### config.mk
export PLATFORM = sky130hd
export DESIGN_NAME = llp_sym_stack
export DESIGN_NICKNAME = d
export VERILOG_FILES = /design/src/llp_pkg.sv /design/src/llp_sym_stack.sv
export SDC_FILE = /design/constraint.sdc
export NUM_CORES = 1
export LEC_CHECK = 0
export BUFFER_PORTS_ARGS = -buffer_cell sky130_fd_sc_hd__buf_4
export CORE_UTILIZATION = 48
export CTS_CLUSTER_DIAMETER = 60
export CTS_CLUSTER_SIZE = 12
export DETAILED_ROUTE_END_ITERATION = 12
export HOLD_SLACK_MARGIN = 0.08
export PLACE_DENSITY_LB_ADDON = 0.1
export SLEW_MARGIN = 25
export SYNTH_ARGS = -nofsm -noshare
export SYNTH_HDL_FRONTEND = slang
export SYNTH_SLANG_ARGS = --single-unit
### constraint.sdc
create_clock -name clk -period 2.6 [get_ports clk]
set_input_delay 0.52 -clock clk [delete_from_list [all_inputs] [get_ports clk]]
set_output_delay 0.52 -clock clk [all_outputs]
set_load 0.01 [all_outputs]
### src/llp_pkg.sv
package llp_pkg;

  // Grammar and stack sizes.
  localparam int NONTERMINALS   = 16;
  localparam int TERMINALS      = 32;
  localparam int MAX_RHS        = 4;
  localparam int STACK_DEPTH    = 64;
  localparam int MAX_EXPANSIONS = 32;

  // Derived widths.
  localparam int NT_W       = $clog2(NONTERMINALS);
  localparam int TE_W       = $clog2(TERMINALS);
  localparam int TBL_AW     = NT_W + TE_W;
  localparam int TABLE_SIZE = NONTERMINALS * TERMINALS;
  localparam int SA_W       = $clog2(STACK_DEPTH);
  localparam int CNT_W      = $clog2(STACK_DEPTH + 1);
  localparam int EXP_W      = $clog2(MAX_EXPANSIONS + 1);
  localparam int PUSH_W     = $clog2(MAX_RHS + 1);

  // Fixed field widths.
  localparam int SYM_W   = 6;
  localparam int LEN_W   = 3;
  localparam int NUM_SYM = 4;

  typedef enum logic [1:0] {
    OP_WRITE = 2'd0,
    OP_TOKEN = 2'd1,
    OP_START = 2'd2
  } op_t;

  typedef enum logic [2:0] {
    ACT_EXPAND      = 3'd0,
    ACT_MATCH       = 3'd1,
    ACT_ACCEPT      = 3'd2,
    ACT_NO_RULE     = 3'd3,
    ACT_OVERFLOW    = 3'd4,
    ACT_STEP_LIMIT  = 3'd5,
    ACT_NOT_PARSING = 3'd6
  } act_t;

  typedef enum logic [2:0] {
    ST_CLEAR,
    ST_IDLE,
    ST_START,
    ST_TOP,
    ST_EVAL,
    ST_LOOK,
    ST_PUSH,
    ST_EMPTY
  } state_t;

  typedef struct packed {
    op_t        op;
    logic [3:0] entry_nonterminal;
    logic [4:0] entry_terminal;
    logic [7:0] rule_number;
    logic [2:0] rhs_length;
    logic [5:0] rhs_sym0;
    logic [5:0] rhs_sym1;
    logic [5:0] rhs_sym2;
    logic [5:0] rhs_sym3;
    logic [4:0] token;
  } cmd_t;

  typedef struct packed {
    act_t       action;
    logic [5:0] symbol;
    logic [7:0] rule_used;
    logic       last;
  } res_t;

  typedef struct packed {
    logic                            valid;
    logic [7:0]                      rule;
    logic [LEN_W-1:0]                len;
    logic [NUM_SYM-1:0][SYM_W-1:0]   sym;
  } tbl_entry_t;

  typedef struct packed {
    logic              we;
    logic [TBL_AW-1:0] waddr;
    tbl_entry_t        wdata;
    logic              re;
    logic [TBL_AW-1:0] raddr;
  } tbl_port_t;

  typedef struct packed {
    logic             we;
    logic [SA_W-1:0]  waddr;
    logic [SYM_W-1:0] wdata;
    logic             re;
    logic [SA_W-1:0]  raddr;
  } stk_port_t;

  typedef struct packed {
    state_t           state;
    logic [CNT_W-1:0] stack_count;
    logic             active;
  } status_t;

endpackage

### src/llp_sym_stack.sv
module llp_sym_stack (
  input  logic                             clk,
  input  llp_pkg::stk_port_t               port,
  output logic [llp_pkg::SYM_W-1:0]        rdata
);

  logic [llp_pkg::SYM_W-1:0] mem [llp_pkg::STACK_DEPTH];

  always_ff @(posedge clk) begin
    if (port.we) begin
      mem[port.waddr] <= port.wdata;
    end
    if (port.re) begin
      rdata <= mem[port.raddr];
    end
  end

endmodule

### Word level (Yosys, flattened, before mapping)

Memory sizes are Yosys's and may differ from the RTL's. A register that Yosys moved wholly into a read port is not among the register bits.
Index checks and enable logic that the tools add are counted.

* memories: 1
* bits in registers: 0
* output and inout port bits: 6
* memory bits (read-only): 0
* input bits: 21
* latch bits: 0
* logic and storage cells: 3
* memory bits (writable): 384

* eq/ne operators: 0
* $add $sub $neg: 0
* bitwise logic cells: 0
* muxes and demuxes: 2
* reduce and logical (&&, ||, !) cells: 0
* shifts and indexed selects: 0
* multiply operators: 0
* $lt $le $gt $ge: 0
* div/mod/pow operators: 0

Memories
* mem: words 64, width 6, read ports 1, clocked after memory_dff 1, wr ports 1, line llp_sym_stack.sv:7 `logic [llp_pkg::SYM_W-1:0] mem [llp_pkg::STACK_DEPTH];`

Operator list (number)
* $mux 1: 2

### Depth between registers and ports, before layout

* word-level depth: 2
* mapped depth: 7
* mapped depth without buffers: 5

### Least setup slack after synthesis

No wires, ideal clock.

* path kind: in2reg
* start point: input port[0] in the netlist's numbering
* end point: register rdata[0] in the netlist's numbering, read port of mem (data pin)
* setup slack: 0.395 ns
* buffers on the path: 3
* setup time: 0.257 ns
* arrival: 1.949 ns
* required time: 2.343 ns
* stages on the path: 7
* cells stage by stage: buf_6 > buf_6 > buf_4 > mux4_2 > o22ai_1 > o21ai_1 > a32o_1

RTL lines
* start: declaration: line llp_sym_stack.sv:3 `input llp_pkg::stk_port_t port,`
* end: declaration: line llp_sym_stack.sv:4 `output logic [llp_pkg::SYM_W-1:0] rdata`

==> metrics <==
status=complete, no violations; Setup Buffers After CTS=0; # IOs=27; Hold Path End=rdata[1]; initial drt markers=687; CP Data Required Time=2.88 ns; Clock Latency Late Sink=0.52 ns; Sink Count=390; maxcap violations=0; DIE WIDTH=180 microns; Synth cell types=36; Hold Path Depth=1; power density cells=717 nW/um^2; hold_sp=port[6]; unrepaired setup endpoints after global routing=no; share of cells above drive strength 1=0.317; synthesized area=15300 sq um; Tot GR Track Use=0.218; wire per inst=27.3 microns; Synth top area share=0.766; sequential-to-total area share from yosys stat=0.766; Reg2Reg Capture Point=rdata[0]; initial antenna violation count=1; largest net degree at the start of global routing=65; Post-synth ARST share=0; root buf cell=clkbuf_16; Fill cells=2304; min-delay worst type=in -> reg; Final Util=0.569; clock power share=0.393; vias in the first global route=7923; post_cts resized=0; CP Capture Type=flop; VDD IR max=0.000565 V; Tcrit/Tclk final=0.790; DRT Pass-1 Iters=5; Post-DRT Antenna Nets=0; Die Y=180 microns; Fin. Hold Viols=0; I/O Buffers=26; syn avg cell area=21.2 sq um; R2R Setup Slk=0.67 ns; Post-synth top cells=390 x edfxtp_1, 87 x mux4_2, 67 x nor2_1; top-count cell post-synth=edfxtp_1; FF-to-FF path depth=4; Pleak=5.69 nW; count of pins over their slew limit=0; Fmax achieved=487 MHz; Net Count, Synth=741; DIE AREA=32600 sq um; htree depth=2; Clock Skew=0.0121 ns; Pint=10.1 mW; Reg power frac=0.553; Placement Rows=64; synth top area cells=edfxtp_1 77%, mux4_2 13%, nor2_1 1.6%; CTS Buf Count=38; Comb pwr share=0.054; EDFF count, synth=390; first-pass GRT wire length=51300 microns; Main synth FF type=edfxtp_1; Placer Congestion=0.833; hpwl dp=21900 microns; final wirelength=34200 microns; post-synthesis register bit count=390; crit path kind=in -> reg; critical path arrival=2.33 ns; slew at the pin with the worst max-slew slack=0.724 ns; GRT overflow=0; Nets=869; maximum buffer depth of the clock tree=3; switch share=0.200; endpoints failing setup=0; Post-route DRC=0; area grow syn2layout=15.4%; CTS clk-pin slew, worst paths=0.06 ns; fin crit period=2.05 ns; hold buffer count at CTS=0; Synth Warn #=0; Core Region=31000 sq um; CTS tree=done; Slew HR=0.517; crit-path max FO=25; via count=7523; setup TNS=0 ns; P_sw=2.52 mW; Starting Density=0.493; Via density=6.02; Synth area leader=edfxtp_1; Syn Inst Count=720; element type at the critical path start=input pin; critical path launch point=port[0]; RR Startpoint=mem[51][0]
==> layout make-up <==
cell class / count / area (sq um) / share of cell area
Antenna cell: 1 / 2.50 / 0.000142
Timing Repair Buffer: 127 / 1040 / 0.0592
Tap cell: 396 / 495 / 0.0281
Multi-Input combinational cell: 291 / 3320 / 0.188
Sequential cell: 390 / 11700 / 0.664
Clock buffer: 43 / 1030 / 0.0586
Clock inverter: 1 / 30.0 / 0.00170
==> critical path, stage by stage <==
cell      delay [ns]
buf_6           0.21
buf_12          0.25
mux4_2          0.56
o22a_1          0.27
o221ai_1        0.13
nor3_1          0.13
o22a_1          0.21
==> kinds of logic (layout without fill, tap and decap cells) <==
logic type / after synthesis / count (layout) / share of synthesized area
other cells: 0 / 1 / 0
buf+inv: 39 / 171 / 0.0165
simple gates: 120 / 120 / 0.0366
mux: 117 / 117 / 0.155
flops: 390 / 390 / 0.766
compound gates: 54 / 54 / 0.0259
==> per-layer routing <==
layer | vias up | track usage | wire (microns)
li1 | 3244 | - | -
met1 | 3948 | 0.318 | 14900
met2 | 281 | 0.345 | 16400
met3 | 50 | 0.0384 | 2200
met4 | 0 | 0.0540 | 674
met5 | - | 0 | 0
==> registers in the layout (all words and copies together) (netlist names) <==
signal  flops
rdata       6
mem       384
==> cell usage in the layout (no fill, tap or decap), types with 7 or more instances in the layout <==
master	synthesis	final
nor2b_1	8	8
mux2i_1	15	15
o221ai_1	9	9
nand3_1	11	11
buf_4	2	119
buf_12	2	7
mux4_2	87	87
clkbuf_16	0	41
nor2_1	67	67
o22ai_1	12	12
edfxtp_1	390	390
nand2_1	8	8
mux2_2	9	9
==> worst max path at each step <==
stage / depth (start not counted) / slack (ns) / endpoint
final: 7 / 0.55 / rdata[1]
after global routing: 7 / 0.49 / rdata[1]
after CTS: 7 / 0.53 / rdata[1]
after detailed placement: 7 / -0.01 / rdata[1]
after global placement: 7 / -0.02 / rdata[1]
after floorplan: 7 / 0.39 / rdata[0]
==> stage by stage <==
step | worst slack, ns | hold WS (ns) | cell area [sq um] | instances | power [mW]
2_1_floorplan | 0.395 | 0.619 | 15300 | 720 | 7.50
6_report | 0.547 | 0.297 | 17600 | 1249 | 12.7
3_5_place_dp | -0.00991 | 0.818 | 16600 | 1204 | 7.82
5_1_grt | 0.490 | 0.288 | 17600 | 1248 | 13.0
3_3_place_gp | -0.0214 | 0.814 | 16600 | 1204 | 7.81
4_1_cts | 0.530 | 0.276 | 17600 | 1248 | 12.8
==> power groups by stage <==
stage	Sequential, mW	Clock [mW]	Combinational (mW)
global placement	7.12	0	0.685
global route	6.99	5.29	0.735
CTS	6.99	5.07	0.698
floorplan	7.12	0	0.376
detailed placement	7.13	0	0.696
finish	6.99	4.97	0.689
(Power assumes the default switching activity.)
