[src/llp_pkg.sv]
package llp_pkg;

  // Grammar and stack sizes.
  localparam int NONTERMINALS   = 16;
  localparam int TERMINALS      = 32;
  localparam int MAX_RHS        = 4;
  localparam int STACK_DEPTH    = 64;
  localparam int MAX_EXPANSIONS = 32;

  // Derived widths.
  localparam int NT_W       = $clog2(NONTERMINALS);
  localparam int TE_W       = $clog2(TERMINALS);
  localparam int TBL_AW     = NT_W + TE_W;
  localparam int TABLE_SIZE = NONTERMINALS * TERMINALS;
  localparam int SA_W       = $clog2(STACK_DEPTH);
  localparam int CNT_W      = $clog2(STACK_DEPTH + 1);
  localparam int EXP_W      = $clog2(MAX_EXPANSIONS + 1);
  localparam int PUSH_W     = $clog2(MAX_RHS + 1);

  // Fixed field widths.
  localparam int SYM_W   = 6;
  localparam int LEN_W   = 3;
  localparam int NUM_SYM = 4;

  typedef enum logic [1:0] {
    OP_WRITE = 2'd0,
    OP_TOKEN = 2'd1,
    OP_START = 2'd2
  } op_t;

  typedef enum logic [2:0] {
    ACT_EXPAND      = 3'd0,
    ACT_MATCH       = 3'd1,
    ACT_ACCEPT      = 3'd2,
    ACT_NO_RULE     = 3'd3,
    ACT_OVERFLOW    = 3'd4,
    ACT_STEP_LIMIT  = 3'd5,
    ACT_NOT_PARSING = 3'd6
  } act_t;

  typedef enum logic [2:0] {
    ST_CLEAR,
    ST_IDLE,
    ST_START,
    ST_TOP,
    ST_EVAL,
    ST_LOOK,
    ST_PUSH,
    ST_EMPTY
  } state_t;

  typedef struct packed {
    op_t        op;
    logic [3:0] entry_nonterminal;
    logic [4:0] entry_terminal;
    logic [7:0] rule_number;
    logic [2:0] rhs_length;
    logic [5:0] rhs_sym0;
    logic [5:0] rhs_sym1;
    logic [5:0] rhs_sym2;
    logic [5:0] rhs_sym3;
    logic [4:0] token;
  } cmd_t;

  typedef struct packed {
    act_t       action;
    logic [5:0] symbol;
    logic [7:0] rule_used;
    logic       last;
  } res_t;

  typedef struct packed {
    logic                            valid;
    logic [7:0]                      rule;
    logic [LEN_W-1:0]                len;
    logic [NUM_SYM-1:0][SYM_W-1:0]   sym;
  } tbl_entry_t;

  typedef struct packed {
    logic              we;
    logic [TBL_AW-1:0] waddr;
    tbl_entry_t        wdata;
    logic              re;
    logic [TBL_AW-1:0] raddr;
  } tbl_port_t;

  typedef struct packed {
    logic             we;
    logic [SA_W-1:0]  waddr;
    logic [SYM_W-1:0] wdata;
    logic             re;
    logic [SA_W-1:0]  raddr;
  } stk_port_t;

  typedef struct packed {
    state_t           state;
    logic [CNT_W-1:0] stack_count;
    logic             active;
  } status_t;

endpackage

[src/llp_ctrl.sv]
module llp_ctrl (
  input  logic                       clk,
  input  logic                       rst,
  input  logic [3:0]                 start_nt,
  input  logic                       cmd_valid,
  output logic                       cmd_stall,
  input  llp_pkg::cmd_t              cmd,
  output logic                       res_valid,
  input  logic                       res_stall,
  output llp_pkg::res_t              res,
  output llp_pkg::tbl_port_t         tbl,
  input  llp_pkg::tbl_entry_t        tbl_rdata,
  output llp_pkg::stk_port_t         stk,
  input  logic [llp_pkg::SYM_W-1:0]  stk_rdata,
  output llp_pkg::status_t           status
);

  llp_pkg::state_t                  state, state_next;
  logic [llp_pkg::TBL_AW-1:0]       clr_addr, clr_addr_next;
  logic [llp_pkg::CNT_W-1:0]        stack_count, stack_count_next;
  logic                             active, active_next;
  logic [4:0]                       token, token_next;
  logic [llp_pkg::EXP_W-1:0]        exp_cnt, exp_cnt_next;
  logic [llp_pkg::PUSH_W-1:0]       push_cnt, push_cnt_next;
  logic                             res_valid_next;
  llp_pkg::res_t                    res_next;

  logic                             can_emit;
  logic                             emit;
  llp_pkg::res_t                    emit_data;
  logic [llp_pkg::LEN_W-1:0]        len_sat;
  logic [llp_pkg::CNT_W:0]          depth_sum;
  logic [1:0]                       sym_idx;

  always_ff @(posedge clk) begin
    if (rst) begin
      state       <= llp_pkg::ST_CLEAR;
      clr_addr    <= '0;
      stack_count <= '0;
      active      <= 1'b0;
      res_valid   <= 1'b0;
    end else begin
      state       <= state_next;
      clr_addr    <= clr_addr_next;
      stack_count <= stack_count_next;
      active      <= active_next;
      res_valid   <= res_valid_next;
    end
  end

  always_ff @(posedge clk) begin
    token    <= token_next;
    exp_cnt  <= exp_cnt_next;
    push_cnt <= push_cnt_next;
    res      <= res_next;
  end

  assign can_emit = !res_valid || !res_stall;
  assign cmd_stall = (state != llp_pkg::ST_IDLE);
  assign status = '{state: state, stack_count: stack_count, active: active};

  // Stack depth after replacing the top with the looked-up right-hand side.
  assign depth_sum = {1'b0, stack_count} + {{(llp_pkg::CNT_W + 1 - llp_pkg::LEN_W){1'b0}},
                     tbl_rdata.len} - 1'b1;
  assign sym_idx = 2'(push_cnt - 1'b1);
  assign len_sat = (cmd.rhs_length > llp_pkg::LEN_W'(llp_pkg::MAX_RHS)) ?
                   llp_pkg::LEN_W'(llp_pkg::MAX_RHS) : cmd.rhs_length;

  always_comb begin
    state_next       = state;
    clr_addr_next    = clr_addr;
    stack_count_next = stack_count;
    active_next      = active;
    token_next       = token;
    exp_cnt_next     = exp_cnt;
    push_cnt_next    = push_cnt;
    tbl              = '0;
    stk              = '0;
    emit             = 1'b0;
    emit_data        = '{action: llp_pkg::ACT_NO_RULE, symbol: stk_rdata,
                         rule_used: 8'd0, last: 1'b1};

    case (state)
      llp_pkg::ST_CLEAR: begin
        tbl.we        = 1'b1;
        tbl.waddr     = clr_addr;
        clr_addr_next = clr_addr + 1'b1;
        if (clr_addr == llp_pkg::TBL_AW'(llp_pkg::TABLE_SIZE - 1)) begin
          state_next = llp_pkg::ST_IDLE;
        end
      end

      llp_pkg::ST_IDLE: begin
        if (cmd_valid) begin
          case (cmd.op)
            llp_pkg::OP_WRITE: begin
              if (int'(cmd.entry_nonterminal) < llp_pkg::NONTERMINALS &&
                  int'(cmd.entry_terminal) < llp_pkg::TERMINALS) begin
                tbl.we          = 1'b1;
                tbl.waddr       = {cmd.entry_nonterminal[llp_pkg::NT_W-1:0],
                                   cmd.entry_terminal[llp_pkg::TE_W-1:0]};
                tbl.wdata.valid = 1'b1;
                tbl.wdata.rule  = cmd.rule_number;
                tbl.wdata.len   = len_sat;
                tbl.wdata.sym   = {cmd.rhs_sym3, cmd.rhs_sym2, cmd.rhs_sym1, cmd.rhs_sym0};
              end
            end
            llp_pkg::OP_START: begin
              // The end marker goes to the bottom now, the start symbol next cycle.
              stk.we           = 1'b1;
              stk.waddr        = '0;
              stk.wdata        = '0;
              stack_count_next = llp_pkg::CNT_W'(2);
              active_next      = 1'b1;
              state_next       = llp_pkg::ST_START;
            end
            llp_pkg::OP_TOKEN: begin
              token_next   = cmd.token;
              exp_cnt_next = '0;
              state_next   = llp_pkg::ST_TOP;
            end
            default: begin
            end
          endcase
        end
      end

      llp_pkg::ST_START: begin
        stk.we     = 1'b1;
        stk.waddr  = llp_pkg::SA_W'(1);
        stk.wdata  = {2'b10, start_nt};
        state_next = llp_pkg::ST_IDLE;
      end

      llp_pkg::ST_TOP: begin
        if (!active || stack_count == '0) begin
          emit_data = '{action: llp_pkg::ACT_NOT_PARSING, symbol: 6'd0,
                        rule_used: 8'd0, last: 1'b1};
          if (can_emit) begin
            emit             = 1'b1;
            active_next      = 1'b0;
            stack_count_next = '0;
            state_next       = llp_pkg::ST_IDLE;
          end
        end else begin
          stk.re     = 1'b1;
          stk.raddr  = llp_pkg::SA_W'(stack_count - 1'b1);
          state_next = llp_pkg::ST_EVAL;
        end
      end

      llp_pkg::ST_EVAL: begin
        if (!stk_rdata[5]) begin
          // Terminal on top: match, accept or mismatch ends this token.
          if (can_emit) begin
            emit       = 1'b1;
            state_next = llp_pkg::ST_IDLE;
            if (stk_rdata == {1'b0, token}) begin
              stack_count_next = stack_count - 1'b1;
              if (token == 5'd0) begin
                emit_data.action = llp_pkg::ACT_ACCEPT;
                active_next      = 1'b0;
                stack_count_next = '0;
              end else begin
                emit_data.action = llp_pkg::ACT_MATCH;
                if (stack_count == llp_pkg::CNT_W'(1)) begin
                  active_next = 1'b0;
                end
              end
            end else begin
              active_next      = 1'b0;
              stack_count_next = '0;
            end
          end
        end else if (exp_cnt >= llp_pkg::EXP_W'(llp_pkg::MAX_EXPANSIONS)) begin
          emit_data.action = llp_pkg::ACT_STEP_LIMIT;
          if (can_emit) begin
            emit             = 1'b1;
            active_next      = 1'b0;
            stack_count_next = '0;
            state_next       = llp_pkg::ST_IDLE;
          end
        end else if (int'(stk_rdata[4:0]) >= llp_pkg::NONTERMINALS ||
                     int'(token) >= llp_pkg::TERMINALS) begin
          if (can_emit) begin
            emit             = 1'b1;
            active_next      = 1'b0;
            stack_count_next = '0;
            state_next       = llp_pkg::ST_IDLE;
          end
        end else begin
          tbl.re     = 1'b1;
          tbl.raddr  = {stk_rdata[llp_pkg::NT_W-1:0], token[llp_pkg::TE_W-1:0]};
          state_next = llp_pkg::ST_LOOK;
        end
      end

      llp_pkg::ST_LOOK: begin
        if (!tbl_rdata.valid) begin
          if (can_emit) begin
            emit             = 1'b1;
            active_next      = 1'b0;
            stack_count_next = '0;
            state_next       = llp_pkg::ST_IDLE;
          end
        end else if (depth_sum > (llp_pkg::CNT_W + 1)'(llp_pkg::STACK_DEPTH)) begin
          emit_data.action = llp_pkg::ACT_OVERFLOW;
          if (can_emit) begin
            emit             = 1'b1;
            active_next      = 1'b0;
            stack_count_next = '0;
            state_next       = llp_pkg::ST_IDLE;
          end
        end else begin
          emit_data = '{action: llp_pkg::ACT_EXPAND, symbol: stk_rdata,
                        rule_used: tbl_rdata.rule, last: 1'b0};
          if (can_emit) begin
            emit             = 1'b1;
            stack_count_next = stack_count - 1'b1;
            push_cnt_next    = llp_pkg::PUSH_W'(tbl_rdata.len);
            exp_cnt_next     = exp_cnt + 1'b1;
            if (tbl_rdata.len != '0) begin
              state_next = llp_pkg::ST_PUSH;
            end else if (stack_count == llp_pkg::CNT_W'(1)) begin
              state_next = llp_pkg::ST_EMPTY;
            end else begin
              state_next = llp_pkg::ST_TOP;
            end
          end
        end
      end

      llp_pkg::ST_PUSH: begin
        // Rightmost symbol first so that the leftmost ends on top.
        stk.we           = 1'b1;
        stk.waddr        = stack_count[llp_pkg::SA_W-1:0];
        stk.wdata        = tbl_rdata.sym[sym_idx];
        stack_count_next = stack_count + 1'b1;
        push_cnt_next    = push_cnt - 1'b1;
        if (push_cnt == llp_pkg::PUSH_W'(1)) begin
          state_next = llp_pkg::ST_TOP;
        end
      end

      llp_pkg::ST_EMPTY: begin
        emit_data.symbol = 6'd0;
        if (can_emit) begin
          emit             = 1'b1;
          active_next      = 1'b0;
          stack_count_next = '0;
          state_next       = llp_pkg::ST_IDLE;
        end
      end

      default: begin
        state_next = llp_pkg::ST_IDLE;
      end
    endcase

    res_valid_next = res_valid && res_stall;
    res_next       = res;
    if (emit) begin
      res_valid_next = 1'b1;
      res_next       = emit_data;
    end
  end

endmodule

[config.mk]
export PLATFORM = sky130hd
export DESIGN_NAME = llp_ctrl
export DESIGN_NICKNAME = d
export VERILOG_FILES = /design/src/llp_pkg.sv /design/src/llp_ctrl.sv
export SDC_FILE = /design/constraint.sdc
export NUM_CORES = 1
export LEC_CHECK = 0
export ABC_AREA = 1
export BUFFER_PORTS_ARGS = -buffer_cell sky130_fd_sc_hd__buf_4
export CAP_MARGIN = 5
export CORE_ASPECT_RATIO = 0.6
export CORE_UTILIZATION = 35
export CTS_CLUSTER_DIAMETER = 200
export DETAILED_ROUTE_END_ITERATION = 12
export SKIP_CTS_REPAIR_TIMING = 1
export SLEW_MARGIN = 15
export SYNTH_ARGS = -nofsm -noshare
export SYNTH_HDL_FRONTEND = slang
export SYNTH_SLANG_ARGS = --single-unit
[constraint.sdc]
create_clock -name clk -period 8.83 [get_ports clk]
set_input_delay 1.3245 -clock clk [delete_from_list [all_inputs] [get_ports clk]]
set_output_delay 1.3245 -clock clk [all_outputs]
set_load 0.01 [all_outputs]
Word-level counts from Yosys, hierarchy flattened
Cells that the tools add are included.
{ "op_classes": {"muxes": 88, "n_reduce_logical": 22, "n_eq_ne": 29, "add_sub_neg": 7, "n_lt_le_gt_ge": 5} }
{ "op_table": {"columns": ["operator", "n"], "rows": [
  ["two-way mux 7 bit", 15],
  ["two-way mux 46 bit", 2],
  ["two-way mux 3 bit", 20],
  ["case mux 7 bit (6 select lines)", 1],
  ["two-way mux 10 bit", 4],
  ["case mux 13 bit (3 select lines)", 1],
  ["two-way mux 18 bit", 2],
  ["two-way mux 36 bit", 1],
  ["two-way mux 6 bit", 6],
  ["two-way mux 13 bit", 2],
  ["case mux 3 bit (8 select lines)", 1],
  ["case mux 10 bit (2 select lines)", 1],
  ["two-way mux 1 bit", 19],
  ["case mux 6 bit (3 select lines)", 1],
  ["case mux 9 bit (2 select lines)", 1],
  ["!= test 2 bit (second input constant)", 7],
  ["binary-select mux 6 bit (select 2 bit)", 1],
  ["== test 3 bit (second input constant)", 4],
  ["case mux 3 bit (2 select lines)", 2],
  ["case mux 6 bit (2 select lines)", 1],
  ["adder 9 x 1 -> 9 bit (second input constant)", 1],
  ["== test 9 bit (second input constant)", 1],
  ["two-way mux 9 bit", 1],
  ["case mux 3 bit (3 select lines)", 1],
  ["43 further kinds", 55]
]} }
{ "totals": {"in_bits": 101, "wordCells": 163, "out_inout_bits": 107, "ff_bits": 53} }

Longest topological paths before layout
{ "logic_depth": {"depth_word": 8, "mapped_depth": 21, "mapped_depth_nobuf": 21} }

Worst setup path before layout
OpenSTA, ideal clock, no wires.
{ "synth_path": {"path_kind": "in2reg", "start": "input port tbl_rdata[25] (netlist name)", "end": "register exp_cnt[0] (netlist name), enable pin", "setup_ns": 0.377, "setup_slack_ns": 4.796, "t_required_ns": 8.453, "arrival_ns": 3.657, "cell_stages": 17, "path_buffers": 0, "cell_sequence": "inv_1 > ha_1 > inv_1 > ha_1 > inv_1 > fa_1 > inv_1 > nand2_1 > nand2_1 > nand3_1 > nand2_1 > nand2_1 > nand2_1 > nand2_1 > nor2_1 > a22oi_1 > nor3_1"} }
{ "synth_via": {"elab_chain_len": 5} }
{ "synth_lines": {"columns": ["element", "line_no", "source"], "rows": [
  ["from (decl)", "llp_ctrl.sv:12", "input llp_pkg::tbl_entry_t tbl_rdata,"],
  ["adder 7 x 3 -> 8 bit", "llp_ctrl.sv:63", "assign depth_sum = {1'b0, stack_count} + {{(llp_pkg::CNT_W + 1 - llp_pkg::LEN_W){1'b0}},"],
  ["subtractor 8 x 1 -> 8 bit", "llp_ctrl.sv:64", "tbl_rdata.len} - 1'b1;"],
  ["greater-than comparator 8 x 7 -> 1 bit", "llp_ctrl.sv:206", "end else if (depth_sum > (llp_pkg::CNT_W + 1)'(llp_pkg::STACK_DEPTH)) begin"],
  ["!= test 2 bit (no line)", null, null],
  ["AND reduction 6 bit (no line)", null, null],
  ["to (signal assigned)", "llp_ctrl.sv:53", "exp_cnt <= exp_cnt_next;"],
  ["to (decl)", "llp_ctrl.sv:23", "logic [llp_pkg::EXP_W-1:0] exp_cnt, exp_cnt_next;"]
]} }
No other way between the ends.
A chain may end at the register's enable or synchronous reset.

Worst setup path in the final report
{ "layout_path": {"start": "input port tbl_rdata[25] (netlist name)", "end": "register exp_cnt[2] (netlist name), enable pin"} }
Same word-level chain as after synthesis.

==> metrics.txt <==
clk_skew=0.00697 ns; fmax=229 MHz; post-route cell area=6370 µm²; Post-synth EDFFs=32; clock transition at the registers of the reported paths=0.07 ns; die span in x=between 100 and 150 µm; Crit path top cell by count=nand2_1; post-DP HPWL=around 13,000 µm; drt pass-1 iters=5; Mapped Cells=654; largest family of logic cells by synthesized area=simple AND/OR/NAND/NOR gates; Rows=31; Post-DP Area=about 6200 µm²; Hold WC Path Type=flip-flop to flip-flop; Die Ht=90.2 µm; Async S/R FF share, synth=0%; synth unique cells=around 50; vias per cell=4.96; fin worst setup slack=4.47 ns; critical path type=input pin to flip-flop; max-cap viol count=0; area share of fa/ha/maj cells after synthesis=7.60%; CP Capture Type=flip-flop; CP delay by family, top=simple AND/OR/NAND/NOR gates; Max clock buf depth=2; PortBufs=207; commonest non-fill, non-tap cell in the layout=buf_4; Final Hold Fails=0; final core utilization=about half; H-Tree Depth=2; crit start category=input pin; Layout Nets=981; GPL Wtd Cong=0.949; Area Overhead vs Synth=40.4%; Synth Area in XOR/XNOR=roughly 1.3%; syn_nets=782; Top FF cell, synth=edfxtp_1; Arrival @ worst endpoint=4.29 ns; Sink Count=53; largest net degree at the start of global routing=38; status=finished, final reports clean; Starting Density=36.8%; CTS tree=yes; Core ar.=approximately 12,000 µm²; number of CTS-inserted buffers=5; Critical Path Max Stage Delay=0.70 ns; remaining antenna violation count=0; Worst EP required=8.76 ns; gr ovfl total=0; Die ar.=13,500 µm²; Total Routing Usage GR=23.4%; Skew-Pair Late Insertion Delay=0.30 ns; crit share post-route=between 40% and 50%; drt drc=0; antenna violations before repair=0; static leakage=3.23 nW; CP Max Fanout=8; Avg Synthesized Cell Area=6.94 µm²; Finish-stage setup viols=0; Post-Syn Area=4540 µm²; VDD IR max=0.0686 mV; DR WL/cell=between 15 and 20 µm; CTS Root Buffer Type=clkbuf_16; most frequent cells in the layout=buf_4 (208), nor2_1 (125), inv_1 (121), nand2_1 (82), o21ai_0 (40); pre-CTS setup slack=4.18 ns; share of cells above drive strength 1=31.1%; total number of vias=between 5,000 and 6,000; slew margin rel.=27.4%; Seq/Total Area, Yosys=30.4%; global-route wire length before repair=24,900 µm; simple-gate area share of the yosys netlist=a little under a third; Final Max Tran Viols=0; worst slew pin tran=1.09 ns; filler instances=between 1,000 and 1,500; CP max stage cell=nor3_1; power density cells=99.6 nW/µm²; Fin Setup TNS=0 ns; vias in the first global route=4,852; DR iter-0 viols=391; placed cell count=1,011; fraction of synthesized area in multiplexers=0%; Compound-Gate Fraction of Synth Area=15.9%; Post-Route WL=15,500 µm; #FFs+latches synth=53; RSZ-0062 raised after global routing=no; fin cells=about 1,000; Antenna Cells=0; CP cell instances=buf_4 -> inv_1 -> ha_1 -> inv_1 -> ha_1 -> inv_1 -> fa_1 -> inv_1 -> nand2_1 -> nand2_1 -> nand3_1 -> nand2_1 -> nand2_1 -> nand2_1 -> nand2_1 -> nor2_1 -> a22oi_1 -> nor3_1; Syn. warnings=0; io pins=around 210; min Tclk post-route=4.36 ns; number of buffers and inverters on the critical path=5
-- where the power goes --
group          switching [mW]  internal, mW  total (mW)  leakage [nW]
Combinational          0.0816        0.0692       0.151          2.71
Clock                  0.0997         0.107       0.207        0.0744
Sequential            0.00978         0.267       0.277         0.440
-- metal layers --
layer | up-vias | routed length (µm) | GRT usage [%]
met3 | 11 | 1290 | 5.84
met4 | 0 | 118 | 4.42
met2 | 210 | 6480 | 34.3
li1 | 2527 | - | -
met5 | - | 0 | 0
met1 | 2305 | 7640 | 34.3
-- cell type report --
cell class | instances | area, µm² | area share [%]
Tap cell | 165 | 206 | 3.24
Clock inverter | 3 | 26.3 | 0.412
Inverter | 132 | 498 | 7.81
Timing Repair Buffer | 208 | 1560 | 24.5
Multi-Input combinational cell | 453 | 2580 | 40.4
Sequential cell | 53 | 1380 | 21.7
Clock buffer | 5 | 125 | 1.96
-- final timing paths --
| path | startpoint | to | slack [ns] | depth (start not counted) |
|---|---|---|---|---|
| setup reg to reg | stack_count[0] | exp_cnt[2] | 4.68 | 17 |
| setup / recovery | tbl_rdata[25] | exp_cnt[2] | 4.47 | 18 |
| hold / removal | clr_addr[5] | clr_addr[5] | 0.52 | 2 |
| hold reg to reg | clr_addr[5] | clr_addr[5] | 0.52 | 2 |
-- cells in the mapped netlist, types with 4 or more instances --
cell | instances | area, µm²
edfxtp_1 | 32 | 961
nor2_1 | 125 | 469
inv_1 | 121 | 454
nand2_1 | 82 | 308
a32o_1 | 5 | 50.1
nor2_8 | 4 | 80.1
nor3_1 | 16 | 80.1
nand2_2 | 10 | 62.6
clkbuf_1 | 7 | 26.3
inv_2 | 9 | 33.8
a21oi_1 | 29 | 145
dfxtp_1 | 21 | 420
ha_1 | 26 | 325
o22ai_1 | 7 | 43.8
o21ai_0 | 40 | 200
o211ai_1 | 4 | 30.0
a31oi_1 | 4 | 25.0
nand4_1 | 8 | 50.1
nand3_1 | 39 | 195
xor2_1 | 5 | 43.8
o21ai_1 | 5 | 25.0
buf_4 | 5 | 37.5
a21oi_2 | 6 | 52.6
-- worst min-delay path: cells and delay by family, from the launching register on --
family | cells | cell delay, ns
flops | 1 | 0.30
buf+inv | 1 | 0.09
compound gates | 1 | 0.08
-- sequential cells by signal, indices dropped and copies added (netlist names) --
| name | cells |
|---|---|
| token | 5 |
| res_valid | 1 |
| stack_count | 7 |
| exp_cnt | 6 |
| res | 18 |
| state | 3 |
| push_cnt | 3 |
| clr_addr | 9 |
| active | 1 |
-- through the flow --
step                      hold WS, ns  total power [mW]
after floorplan                 0.459             0.362
after global placement          0.503             0.430
after detailed placement        0.511             0.433
after CTS                       0.523             0.640
after global routing            0.559             0.665
final                           0.524             0.635
-- cell families (layout without fill, tap and decap cells) --
family | Yosys count | count (layout)
AND/OR/NAND/NOR | 302 | 302
buffers and inverters | 148 | 348
AO/OA/AOI/OAI | 117 | 117
flip-flops | 53 | 53
adder cells (fa/ha/maj) | 27 | 27
XOR/XNOR | 7 | 7
Note: power is estimated with default switching activity, not from simulation.
